==> config.mk <==
export PLATFORM = sky130hd
export DESIGN_NAME = mlpp_weight_regs
export DESIGN_NICKNAME = d
export VERILOG_FILES = /design/src/hdl/mlpp_pkg.sv /design/src/hdl/mlpp_weight_regs.sv
export VERILOG_INCLUDE_DIRS = /design/src /design/src/hdl
export SDC_FILE = /design/constraint.sdc
export NUM_CORES = 1
export LEC_CHECK = 0
export BUFFER_PORTS_ARGS = -buffer_cell sky130_fd_sc_hd__buf_4
export CAP_MARGIN = 20
export CORE_AREA = 3 3 247 310
export CTS_CLUSTER_DIAMETER = 120
export DETAILED_ROUTE_END_ITERATION = 10
export DIE_AREA = 0 0 250 313
export SLEW_MARGIN = 15
export SYNTH_ARGS = -nofsm -noshare
export SYNTH_HDL_FRONTEND = slang
export SYNTH_SLANG_ARGS = --single-unit
==> constraint.sdc <==
create_clock -name clk -period 1.3 [get_ports clk]
set_input_delay 0.065 -clock clk [delete_from_list [all_inputs] [get_ports clk]]
set_output_delay 0.065 -clock clk [all_outputs]
set_load 0.02 [all_outputs]
==> src/hdl/assert_macros.svh <==
// Assertion macros shared by the precoder RTL files.
`ifndef ASSERT_MACROS_SVH
`define ASSERT_MACROS_SVH
`ifndef SYNTHESIS
// Clocked check, disabled while reset is asserted.
`define MLPP_ASSERT(lbl, clk, rst_n, prop, msg) \
    lbl: assert property (@(posedge clk) disable iff (!rst_n) prop) \
        else $error(msg);
// Clocked check that also holds while reset is asserted.
`define MLPP_ASSERT_NR(lbl, clk, prop, msg) \
    lbl: assert property (@(posedge clk) prop) \
        else $error(msg);
`else
`define MLPP_ASSERT(lbl, clk, rst_n, prop, msg)
`define MLPP_ASSERT_NR(lbl, clk, prop, msg)
`endif
`endif

==> src/hdl/mlpp_pkg.sv <==
// Types and constants of the layer-to-port precoder.
`timescale 1ns / 1ps
`default_nettype none

package mlpp_pkg;

    localparam int MAX_DIM   = 4;    // layers and ports handled by the datapath
    localparam int NUM_REGS  = 8;    // weight registers, two per port
    localparam int REG_W     = 64;
    localparam int CFG_IDX_W = 8;
    localparam int FIELD_W   = 16;
    localparam int WEIGHT_W  = 16;
    localparam int HALF_W    = 32;   // one complex weight inside a register
    localparam int FRAC_BITS = 15;

    // Samples are carried one bit wider than a field so a zero-extended
    // wide sample still fits.
    localparam int X_W     = FIELD_W + 1;
    localparam int PROD_W  = X_W + WEIGHT_W;
    localparam int PAIR_W  = PROD_W + 2;   // two complex products summed
    localparam int ACC_W   = PAIR_W + 1;   // all four layers summed

    typedef logic signed [FIELD_W-1:0]  field_t;
    typedef logic signed [X_W-1:0]      xval_t;
    typedef logic signed [WEIGHT_W-1:0] wval_t;
    typedef logic signed [PROD_W-1:0]   prod_t;
    typedef logic signed [PAIR_W-1:0]   pair_t;
    typedef logic signed [ACC_W-1:0]    acc_t;

    typedef struct packed {
        xval_t re;
        xval_t im;
    } xcplx_t;

    typedef struct packed {
        wval_t re;
        wval_t im;
    } wcplx_t;

    // Four real partial products of one complex multiply.
    typedef struct packed {
        prod_t rr;
        prod_t ii;
        prod_t ri;
        prod_t ir;
    } prod4_t;

    typedef struct packed {
        field_t re;
        field_t im;
    } fcplx_t;

    typedef xcplx_t [MAX_DIM-1:0]              xvec_t;
    typedef wcplx_t [MAX_DIM-1:0][MAX_DIM-1:0] weight_mat_t;
    typedef prod4_t [MAX_DIM-1:0][MAX_DIM-1:0] prod_mat_t;
    typedef fcplx_t [MAX_DIM-1:0]              fvec_t;

    // Real part in the low 16 bits, imaginary part in the high 16 bits.
    function automatic wcplx_t weight_half(input logic [HALF_W-1:0] h);
        wcplx_t w;
        w.re = wval_t'(h[WEIGHT_W-1:0]);
        w.im = wval_t'(h[HALF_W-1:WEIGHT_W]);
        return w;
    endfunction

endpackage

`default_nettype wire

==> src/hdl/mlpp_weight_regs.sv <==
// Weight register file of the precoder, written through the config port.
`timescale 1ns / 1ps
`default_nettype none
`include "assert_macros.svh"

module mlpp_weight_regs
    import mlpp_pkg::*;
#(
    parameter int NUM_PORTS  = 4,
    parameter int NUM_LAYERS = 4
)
(
    input  wire logic                 clk,
    input  wire logic                 rst_n,
    input  wire logic                 cfg_valid,
    input  wire logic [CFG_IDX_W-1:0] cfg_index,
    input  wire logic [REG_W-1:0]     cfg_data,
    output weight_mat_t               weights
);

    logic [REG_W-1:0] w_reg [NUM_REGS];

    // Only registers that feed a live port/layer pair are built.
    for (genvar r = 0; r < NUM_REGS; r++) begin : g_reg
        if ((r / 2) < NUM_PORTS && 2 * (r % 2) < NUM_LAYERS) begin : g_used
            always_ff @(posedge clk or negedge rst_n)
            begin
                if (!rst_n)
                begin
                    w_reg[r] <= '0;
                end
                else if (cfg_valid && cfg_index == CFG_IDX_W'(r))
                begin
                    w_reg[r] <= cfg_data;
                end
            end
        end
        else begin : g_unused
            assign w_reg[r] = '0;
        end
    end

    always_comb
    begin
        for (int r = 0; r < NUM_REGS; r++)
        begin
            weights[r / 2][2 * (r % 2)]     = weight_half(w_reg[r][HALF_W-1:0]);
            weights[r / 2][2 * (r % 2) + 1] = weight_half(w_reg[r][REG_W-1:HALF_W]);
        end
    end

    `MLPP_ASSERT(a_oob_write_ignored, clk, rst_n,
        (cfg_valid && cfg_index >= CFG_IDX_W'(NUM_REGS)) |=> $stable(weights),
        "weight matrix changed on an out-of-range write")

endmodule

`default_nettype wire

==> impl_metrics.tcl, run 1 <==
set metrics [dict create \
    r2r-start "weights[209]" \
    p_total_mw 36.9 \
    syn_nets 1164 \
    required_ns 1.24 \
    core_sq_um 73500 \
    hold_violations 13 \
    rows 111 \
    critPathMaxFanout 2 \
    slew_headroom_pct 62.4 \
    crit_slowest_cell "dfrtp_1" \
    path_clk_slew_ns 0.07 \
    ant_nets 0 \
    grt_pass1_vias 13279 \
    via_per_inst 4.36 \
    wire_per_inst_microns 21.4 \
    yosys.area_share.adder_pct 0 \
    gr-total-overflow 0 \
    grt_max_degree 55 \
    startpoint_type "flop" \
    fin_crit_sh_pct 94.8 \
    synthesis.area_sq_um 19100 \
    fillCellCount 6945 \
    synth-simple-area-share_pct 0.799 \
    tightest_slew_ns 0.565 \
    ir_drop_v 0.000986 \
    finish.utilization_pct 37.6 \
    power_leakage_nw 14.9 \
    setup_viol 0 \
    synth_compound_area_share_pct 0 \
    fin_setup_tns_ns 0 \
    cp.arrival_ns 1.17 \
    path_buf_inv 1 \
    yosysSeqAreaShare_pct 67.1 \
    clockRootBuffer "clkbuf_16" \
    fin_hold_ws_ns -0.0542 \
    drt_pass1_iterations 4 \
    hpwl_mm 42.4 \
    top_level_ports 587 \
    place.gp.congestion 0.785 \
    nNetsFinal 1882 \
    max_cap_viol_count 0 \
    finClkSkew_ns 0 \
    largest_reg_flops 512 \
    fp.dieW_microns 250 \
    critPathTopFamily "flip-flops" \
    cts_setup_buffers 0 \
    synth_mux_area_share_pct 30.2 \
    synth_cell_types 12 \
    port-buffer-count 586 \
    synth_top_family_by_area "multiplexers" \
    start_util_pct 26.0 \
    syn_avg_cell_area_sq_um 17.5 \
    numCtsBuffers 52 \
    worstSetupStartpoint "weights[273]" \
    min_period_ns 1.23 \
    via_count 12254 \
    clockBufferDepth 3 \
    yosysWarnings 0 \
    violations "hold timing" \
    synth-xor-area-share_pct 0 \
    track_usage_pct 15.0 \
    max_freq_mhz 811 \
    insertion_delay_ns 0.58 \
    outcome "complete, but fails checks" \
    wirelength_mm 60.2 \
    cts_tree "yes" \
    drtIter0Drc 486 \
    slew_violations 0 \
    antenna_found_initial 3 \
    cts_sinks 512 \
    synthToLayoutAreaGrowth_pct 44.7 \
    dieArea_sq_um 78300 \
    h-tree-depth 2 \
    hold_buffers 66 \
    hold_path.class "in2async" \
    rsz0062_at_grt "false" \
    dieHeight_microns 313 \
    drcViolationCount 0 \
    grt_pass1_wl_mm 89.5 \
    syn_inst 1089 \
    slowest_delay_ns 0.40 \
    worstSetupPathType "reg2out" \
    endpoint_kind "output pin" \
    synth-seq-cells 512 \
    layout-drive-gt1-share_pct 68.1 \
    power_density_nw_per_um2 1330 \
    crit_chain "buf_4" \
]
[cells in the mapped netlist (all sizes together)]
cell type	number	area (sq um)
nor4	1	21.3
mux2	512	5770
and2	1	6.26
buf	48	360
clkbuf	2	7.51
nand4	4	50.1
dfrtp	512	12800
nor3b	1	12.5
nor2b	3	18.8
nor2	1	3.75
nand3	4	40.0
[area by class of cell]
class / instances / area (sq um) / area share (%)
repair buffers: 714 / 5850 / 21.2
well taps: 960 / 1200 / 4.35
flip-flops and latches: 512 / 12800 / 46.4
clock inverters: 20 / 250 / 0.905
diodes: 1 / 2.50 / 0.00905
clock buffers: 75 / 1540 / 5.57
multi-input cells: 527 / 5990 / 21.7
[per-stage QoR]
step                instances  worst slack, ns  cell area (sq um)
floorplan                1089           -0.341              19200
global placement         2648           -0.602              25200
detailed placement       2648           -0.662              25200
CTS                      2809          0.00348              27600
global route             2808          0.00181              27600
finish                   2809           0.0673              27600
[layout by cell type, fill, tap and decap left out]
| cell type | n |
|---|---|
| and2_1 | 1 |
| buf_12 | 25 |
| buf_4 | 621 |
| buf_6 | 2 |
| buf_8 | 1 |
| bufinv_16 | 5 |
| clkbuf_1 | 9 |
| clkbuf_16 | 53 |
| clkbuf_8 | 13 |
| clkinv_2 | 8 |
| clkinv_4 | 1 |
| clkinvlp_4 | 3 |
| dfrtp_1 | 512 |
| diode_2 | 1 |
| dlygate4sd3_1 | 65 |
| inv_6 | 2 |
| inv_8 | 1 |
| mux2_2 | 512 |
| nand3_4 | 4 |
| nand4_4 | 4 |
| nor2_1 | 1 |
| nor2b_1 | 2 |
| nor2b_2 | 1 |
| nor3b_2 | 1 |
| nor4_4 | 1 |
[cell families (layout without fill, tap and decap cells)]
logic type / after synthesis / in the layout
DFF: 512 / 512
and+or+nand+nor: 15 / 15
other: 0 / 1
muxes: 512 / 512
buffers and inverters: 50 / 809
[worst paths after layout]
kind / endpoint / depth (start not counted) / slack [ns]
setup / recovery: weights[273] / 1 / 0.07
hold / removal: weights[278] / 2 / -0.05
setup reg to reg: weights[209] / 1 / 0.50
hold reg to reg: weights[186] / 1 / 0.50
max in group asynchronous: weights[120] / 3 / 0.48
min in group clk: weights[75] / 6 / 0.20
[layer usage]
| metal | part of all wire [%] | vias to the layer above | track usage [%] |
|---|---|---|---|
| li1 | - | 5342 | - |
| met1 | 40 | 6385 | 17.9 |
| met2 | 50 | 439 | 26.2 |
| met3 | 6.5 | 88 | 3.81 |
| met4 | 3.1 | 0 | 5.17 |
| met5 | 0 | - | 0 |
[power breakdown]
group / switching [mW] / internal (mW)
Sequential: 0.428 / 16.7
Clock: 6.30 / 9.22
Combinational: 2.33 / 1.87
Total: 9.06 / 27.8
[repair_timing]
| action | CTS | global route |
|---|---|---|
| setup endpoints to repair | 20 | 15 |
| pin swaps | 0 | 0 |
| endpoints found under the hold margin | 1024 | 13 |
| gates resized for setup | 1 | 2 |
Power figures use the tool's default switching activity.
==> run 2: changes to the inputs <==
Settings changed: RECOVER_POWER from default to 25.
==> impl_metrics.tcl, run 2 (same netlist as run 1, synthesis figures left out) <==
set metrics [dict create \
    p_clk_share_pct 42.2 \
    rrSetupSlack_ns 0.50 \
    startpoint_type "flop" \
    setup_viol 0 \
    endpoint_kind "output pin" \
    p_total_mw 36.8 \
    crit_chain "buf_4" \
    rows 111 \
    hold_path.class "in2async" \
    cp.depth 1 \
    cts_sinks 512 \
    wire_per_inst_microns 21.4 \
    via_count 12266 \
    worstSetupEndpoint "weights[273]" \
    max_freq_mhz 813 \
    max_cap_viol_count 0 \
    antenna_found_initial 3 \
    final-seq-area_sq_um 12800 \
    fp.dieW_microns 250 \
    p_seq_share_pct 46.5 \
    synthToLayoutAreaGrowth_pct 44.0 \
    start_util_pct 26.0 \
    largest_reg_flops 512 \
    outcome "complete, but fails checks" \
    drcViolationCount 0 \
    layout-drive-gt1-share_pct 67.2 \
    worstSetupPathType "reg2out" \
    dp.cells 2648 \
    crit_slowest_cell "dfrtp_1" \
    switching_share_pct 24.6 \
    dieArea_sq_um 78300 \
    nNetsFinal 1882 \
    tightest_slew_ns 0.782 \
    violations "hold timing" \
    power_density_nw_per_um2 1340 \
    numCtsBuffers 52 \
    cts_tree "yes" \
    grt_max_degree 55 \
    min_period_ns 1.23 \
    r2r-start "weights[10]" \
    critPathMaxFanout 2 \
    rsz0062_at_grt "false" \
    required_ns 1.24 \
    dieHeight_microns 313 \
    final_cell_count_no_fill 2809 \
    critPathTopFamily "flip-flops" \
    stdcell_area_sq_um 27500 \
    path_buf_inv 1 \
    hold_violations 13 \
    grt_pass1_wl_mm 89.5 \
    path_clk_slew_ns 0.07 \
    p_comb_share_pct 11.3 \
    ir_drop_v 0.000986 \
    grt_pass1_vias 13279 \
    h-tree-depth 2 \
    port-buffer-count 586 \
    track_usage_pct 15.0 \
    multi_input_area_sq_um 5990 \
    insertion_delay_ns 0.58 \
    internal_power_mw 27.7 \
    placed_cell_area_sq_um 25200 \
    worstSetupStartpoint "weights[273]" \
    slew_headroom_pct 47.9 \
    drtIter0Drc 488 \
    place.gp.congestion 0.785 \
    p_sw_mw 9.04 \
    hpwl_mm 42.4 \
    slew_violations 0 \
    clockBufferDepth 3 \
    core_sq_um 73500 \
    hold_buffers 66 \
    fillCellCount 6972 \
    clockRootBuffer "clkbuf_16" \
    ant_nets 0 \
    rr_endpoint "weights[10]" \
    gr-total-overflow 0 \
    wirelength_mm 60.2 \
    cp.arrival_ns 1.17 \
    via_per_inst 4.37 \
    rr_worst_depth 1 \
    fin_crit_sh_pct 94.6 \
    final_common_cell "buf_4" \
    slowest_delay_ns 0.40 \
    power_leakage_nw 14.8 \
    fin_hold_ws_ns -0.0613 \
    drt_pass1_iterations 4 \
    layout_common_cells "buf_4, mux2_2, dfrtp_1, dlygate4sd3_1, clkbuf_16" \
    finClkSkew_ns 0 \
    top_level_ports 587 \
]
==> run 2: area by class of cell <==
cell class,count,share of cell area [%]
flip-flops and latches,512,46.6
multi-input cells,527,21.8
repair buffers,714,20.8
clock buffers,75,5.59
well taps,960,4.37
clock inverters,20,0.910
diodes,1,0.00910
==> run 2: power groups by stage <==
stage / Combinational (mW) / Clock (mW) / Sequential (mW)
finish: 4.15 / 15.5 / 17.1
global route: 4.42 / 16.7 / 17.2
CTS: 4.29 / 16.0 / 17.1
detailed placement: 4.12 / 0 / 17.4
global placement: 4.06 / 0 / 17.4
floorplan: 0.703 / 0 / 18.3
==> run 2: through the flow <==
stage	worst slack, ns	setup TNS [ns]	utilization (%)
detailed placement	-0.662	-198.64	34.3
global route	0.00181	0	37.4
finish	0.0698	0	37.4
global placement	-0.602	-187.82	34.3
floorplan	-0.341	-148.79	-
CTS	0.00348	0	37.6
==> run 2: worst min-delay path by stage <==
stage / cells past startpoint / start / slack, ns / endpoint
2_1_floorplan: 0 / rst_n / -0.23 / weights[0]
3_3_place_gp: 1 / rst_n / -0.04 / weights[278]
3_5_place_dp: 1 / rst_n / -0.04 / weights[213]
4_1_cts: 3 / rst_n / 0.10 / weights[470]
5_1_grt: 2 / rst_n / -0.08 / weights[277]
6_report: 2 / rst_n / -0.06 / weights[277]
==> run 2: what timing repair did <==
| item | 4_1_cts | 5_1_grt |
|---|---|---|
| endpoints found under the setup margin | 20 | 15 |
| setup buffers | 0 | 0 |
| endpoints found under the hold margin | 1024 | 13 |
| gates resized for setup | 1 | 2 |
==> run 2: layer usage <==
layer	up-vias	global-route usage [%]	wire length, microns
met2	434	26.2	30200
li1	5334	-	-
met4	0	5.17	1870
met5	-	0	0
met3	88	3.81	3820
met1	6410	17.9	24300
==> run 3: changes to the inputs <==
Settings changed: PLACE_DENSITY from default to 0.43, RECOVER_POWER 25 to 50.
==> impl_metrics.tcl, run 3 (same netlist as run 1, synthesis figures left out) <==
set metrics [dict create \
    outcome "complete, but fails checks" \
    violations "hold timing, setup timing" \
    drt_pass1_iterations 4 \
    via_per_inst 4.33 \
    grt_pass1_wl_mm 98.1 \
    fin_setup_tns_ns -0.00542 \
    core_sq_um 73500 \
    via_count 12202 \
    p_sw_mw 9.66 \
    synthToLayoutAreaGrowth_pct 45.0 \
    layout_common_cells "buf_4, mux2_2, dfrtp_1, dlygate4sd3_1, clkbuf_16" \
    grt_use_met3_pct 5.80 \
    h-tree-depth 2 \
    clockRootBuffer "clkbuf_16" \
    max_freq_mhz 766 \
    hold_buffers 66 \
    rr_endpoint "weights[141]" \
    startpoint_type "input port" \
    place_ws_ns -0.608 \
    start_util_pct 26.0 \
    dp.cells 2640 \
    numCtsBuffers 56 \
    worstSetupPathType "in2reg" \
    cp.depth 7 \
    wire_per_inst_microns 23.6 \
    dieArea_sq_um 78300 \
    p_total_mw 38.2 \
    hold_path.class "in2async" \
    p_comb_share_pct 11.1 \
    place.gp.congestion 0.735 \
    max_cap_viol_count 0 \
    gr-total-overflow 0 \
    r2r-start "weights[141]" \
    rr_worst_depth 2 \
    p_clk_share_pct 44.0 \
    p_seq_share_pct 44.9 \
    slew_violations 0 \
    wirelength_mm 66.6 \
    insertion_delay_ns 0.62 \
    tightest_slew_ns 0.817 \
    hpwl_mm 46.9 \
    min_period_ns 1.31 \
    rsz0062_at_grt "true" \
    setup_viol 1 \
    grt_pass1_vias 13593 \
    hold_violations 9 \
    final_cell_count_no_fill 2819 \
    ant_nets 0 \
    largest_reg_flops 512 \
    endpoint_kind "flop" \
    clockBufferDepth 3 \
    critPathTopFamily "buffers and inverters" \
    slowest_delay_ns 0.39 \
    port-buffer-count 586 \
    setup_ws_ns -0.00542 \
    crit_chain "buf_4 > nor4_4 > buf_4 > buf_4 > nand3_4 > clkbuf_4 > mux2_2" \
    antenna_found_initial 2 \
    slew_headroom_pct 45.5 \
    cp.arrival_ns 1.80 \
    rows 111 \
    path_common_cell "buf_4" \
    final-seq-area_sq_um 12800 \
    critPathMaxFanout 28 \
    layout-drive-gt1-share_pct 67.6 \
    internal_power_mw 28.5 \
    power_leakage_nw 14.9 \
    grt_most_used_layer "met2" \
    fin_crit_sh_pct 100 \
    cts_tree "yes" \
    switching_share_pct 25.3 \
    drtIter0Drc 437 \
    met2_usage_pct 29.5 \
    path_clk_slew_ns 0.06 \
    fp.dieW_microns 250 \
    grt_max_degree 47 \
    final_common_cell "buf_4" \
    track_usage_pct 16.8 \
    fillCellCount 7023 \
    ir_drop_v 0.000966 \
    drcViolationCount 0 \
    top_level_ports 587 \
    crit_slowest_cell "mux2_2" \
    rrSetupSlack_ns 0.35 \
    fin_hold_ws_ns -0.0342 \
    nNetsFinal 1885 \
    dieHeight_microns 313 \
    cts_sinks 512 \
    finish.utilization_pct 37.7 \
    grt_util_met1_pct 19.2 \
    multi_input_area_sq_um 5980 \
    required_ns 1.79 \
    path_buf_inv 4 \
    finClkSkew_ns 0 \
    power_density_nw_per_um2 1380 \
]
## run 3: changes by cell type in the layout (fill, tap and decap cells not counted), sizes merged
| cell | change |
|---|---|
| dlygate4sd3 | +1 |
| inv | +1 |
| buf | -5 |
| clkbuf | +5 |
| clkinv | +8 |
## run 3: area by class of cell
cell class	instances	share of cell area, %
tap	960	4.34
sequential	512	46.3
antenna	1	0.00904
clock inverter	29	1.07
multi-input combinational	527	21.6
clock buffer	77	6.00
timing repair buffer	713	20.7
## run 3: what timing repair did
item / 4_1_cts / 5_1_grt
gates resized for setup: 21 / 15
endpoints found under the hold margin: 1024 / 8
endpoints found under the setup margin: 23 / 119
buffers inserted: 3 / 3
## run 3: power by group through the flow
stage,registers (mW),logic (mW),clock network (mW)
floorplan,18.3,0.703,0
global placement,17.4,4.20,0
detailed placement,17.4,4.23,0
CTS,17.1,4.42,17.4
global route,17.2,4.55,18.0
finish,17.1,4.25,16.8
## run 3: per-layer routing
| metal | share of wire [%] | vias up |
|---|---|---|
| li1 | - | 5329 |
| met1 | 38 | 6353 |
| met2 | 51 | 433 |
| met3 | 8.1 | 87 |
| met4 | 3.0 | 0 |
| met5 | 0 | - |
## run 3: how the worst max path moves through the flow
stage                            start            to  slack, ns
after CTS                 weights[110]  weights[110]      -0.01
final                     cfg_index[5]  weights[367]     -0.005
after detailed placement  cfg_index[3]  weights[419]      -0.61
after global placement    cfg_index[3]  weights[418]      -0.62
after floorplan           cfg_index[5]  weights[128]      -0.34
after global routing      weights[400]  weights[400]      -0.01
## run 3: per-stage QoR
step / instance area [sq um] / hold WS, ns
floorplan: 19200 / -0.231
global placement: 25200 / 0.0545
detailed placement: 25200 / 0.0683
CTS: 27900 / -0.0107
global route: 27700 / -0.0579
finish: 27700 / -0.0342
## run 3: worst reg2reg max path, delay by kind of cell (launching register included)
kind,cells,cell delay (ns)
buffers and inverters,1,0.15
DFF,1,0.42
muxes,1,0.26
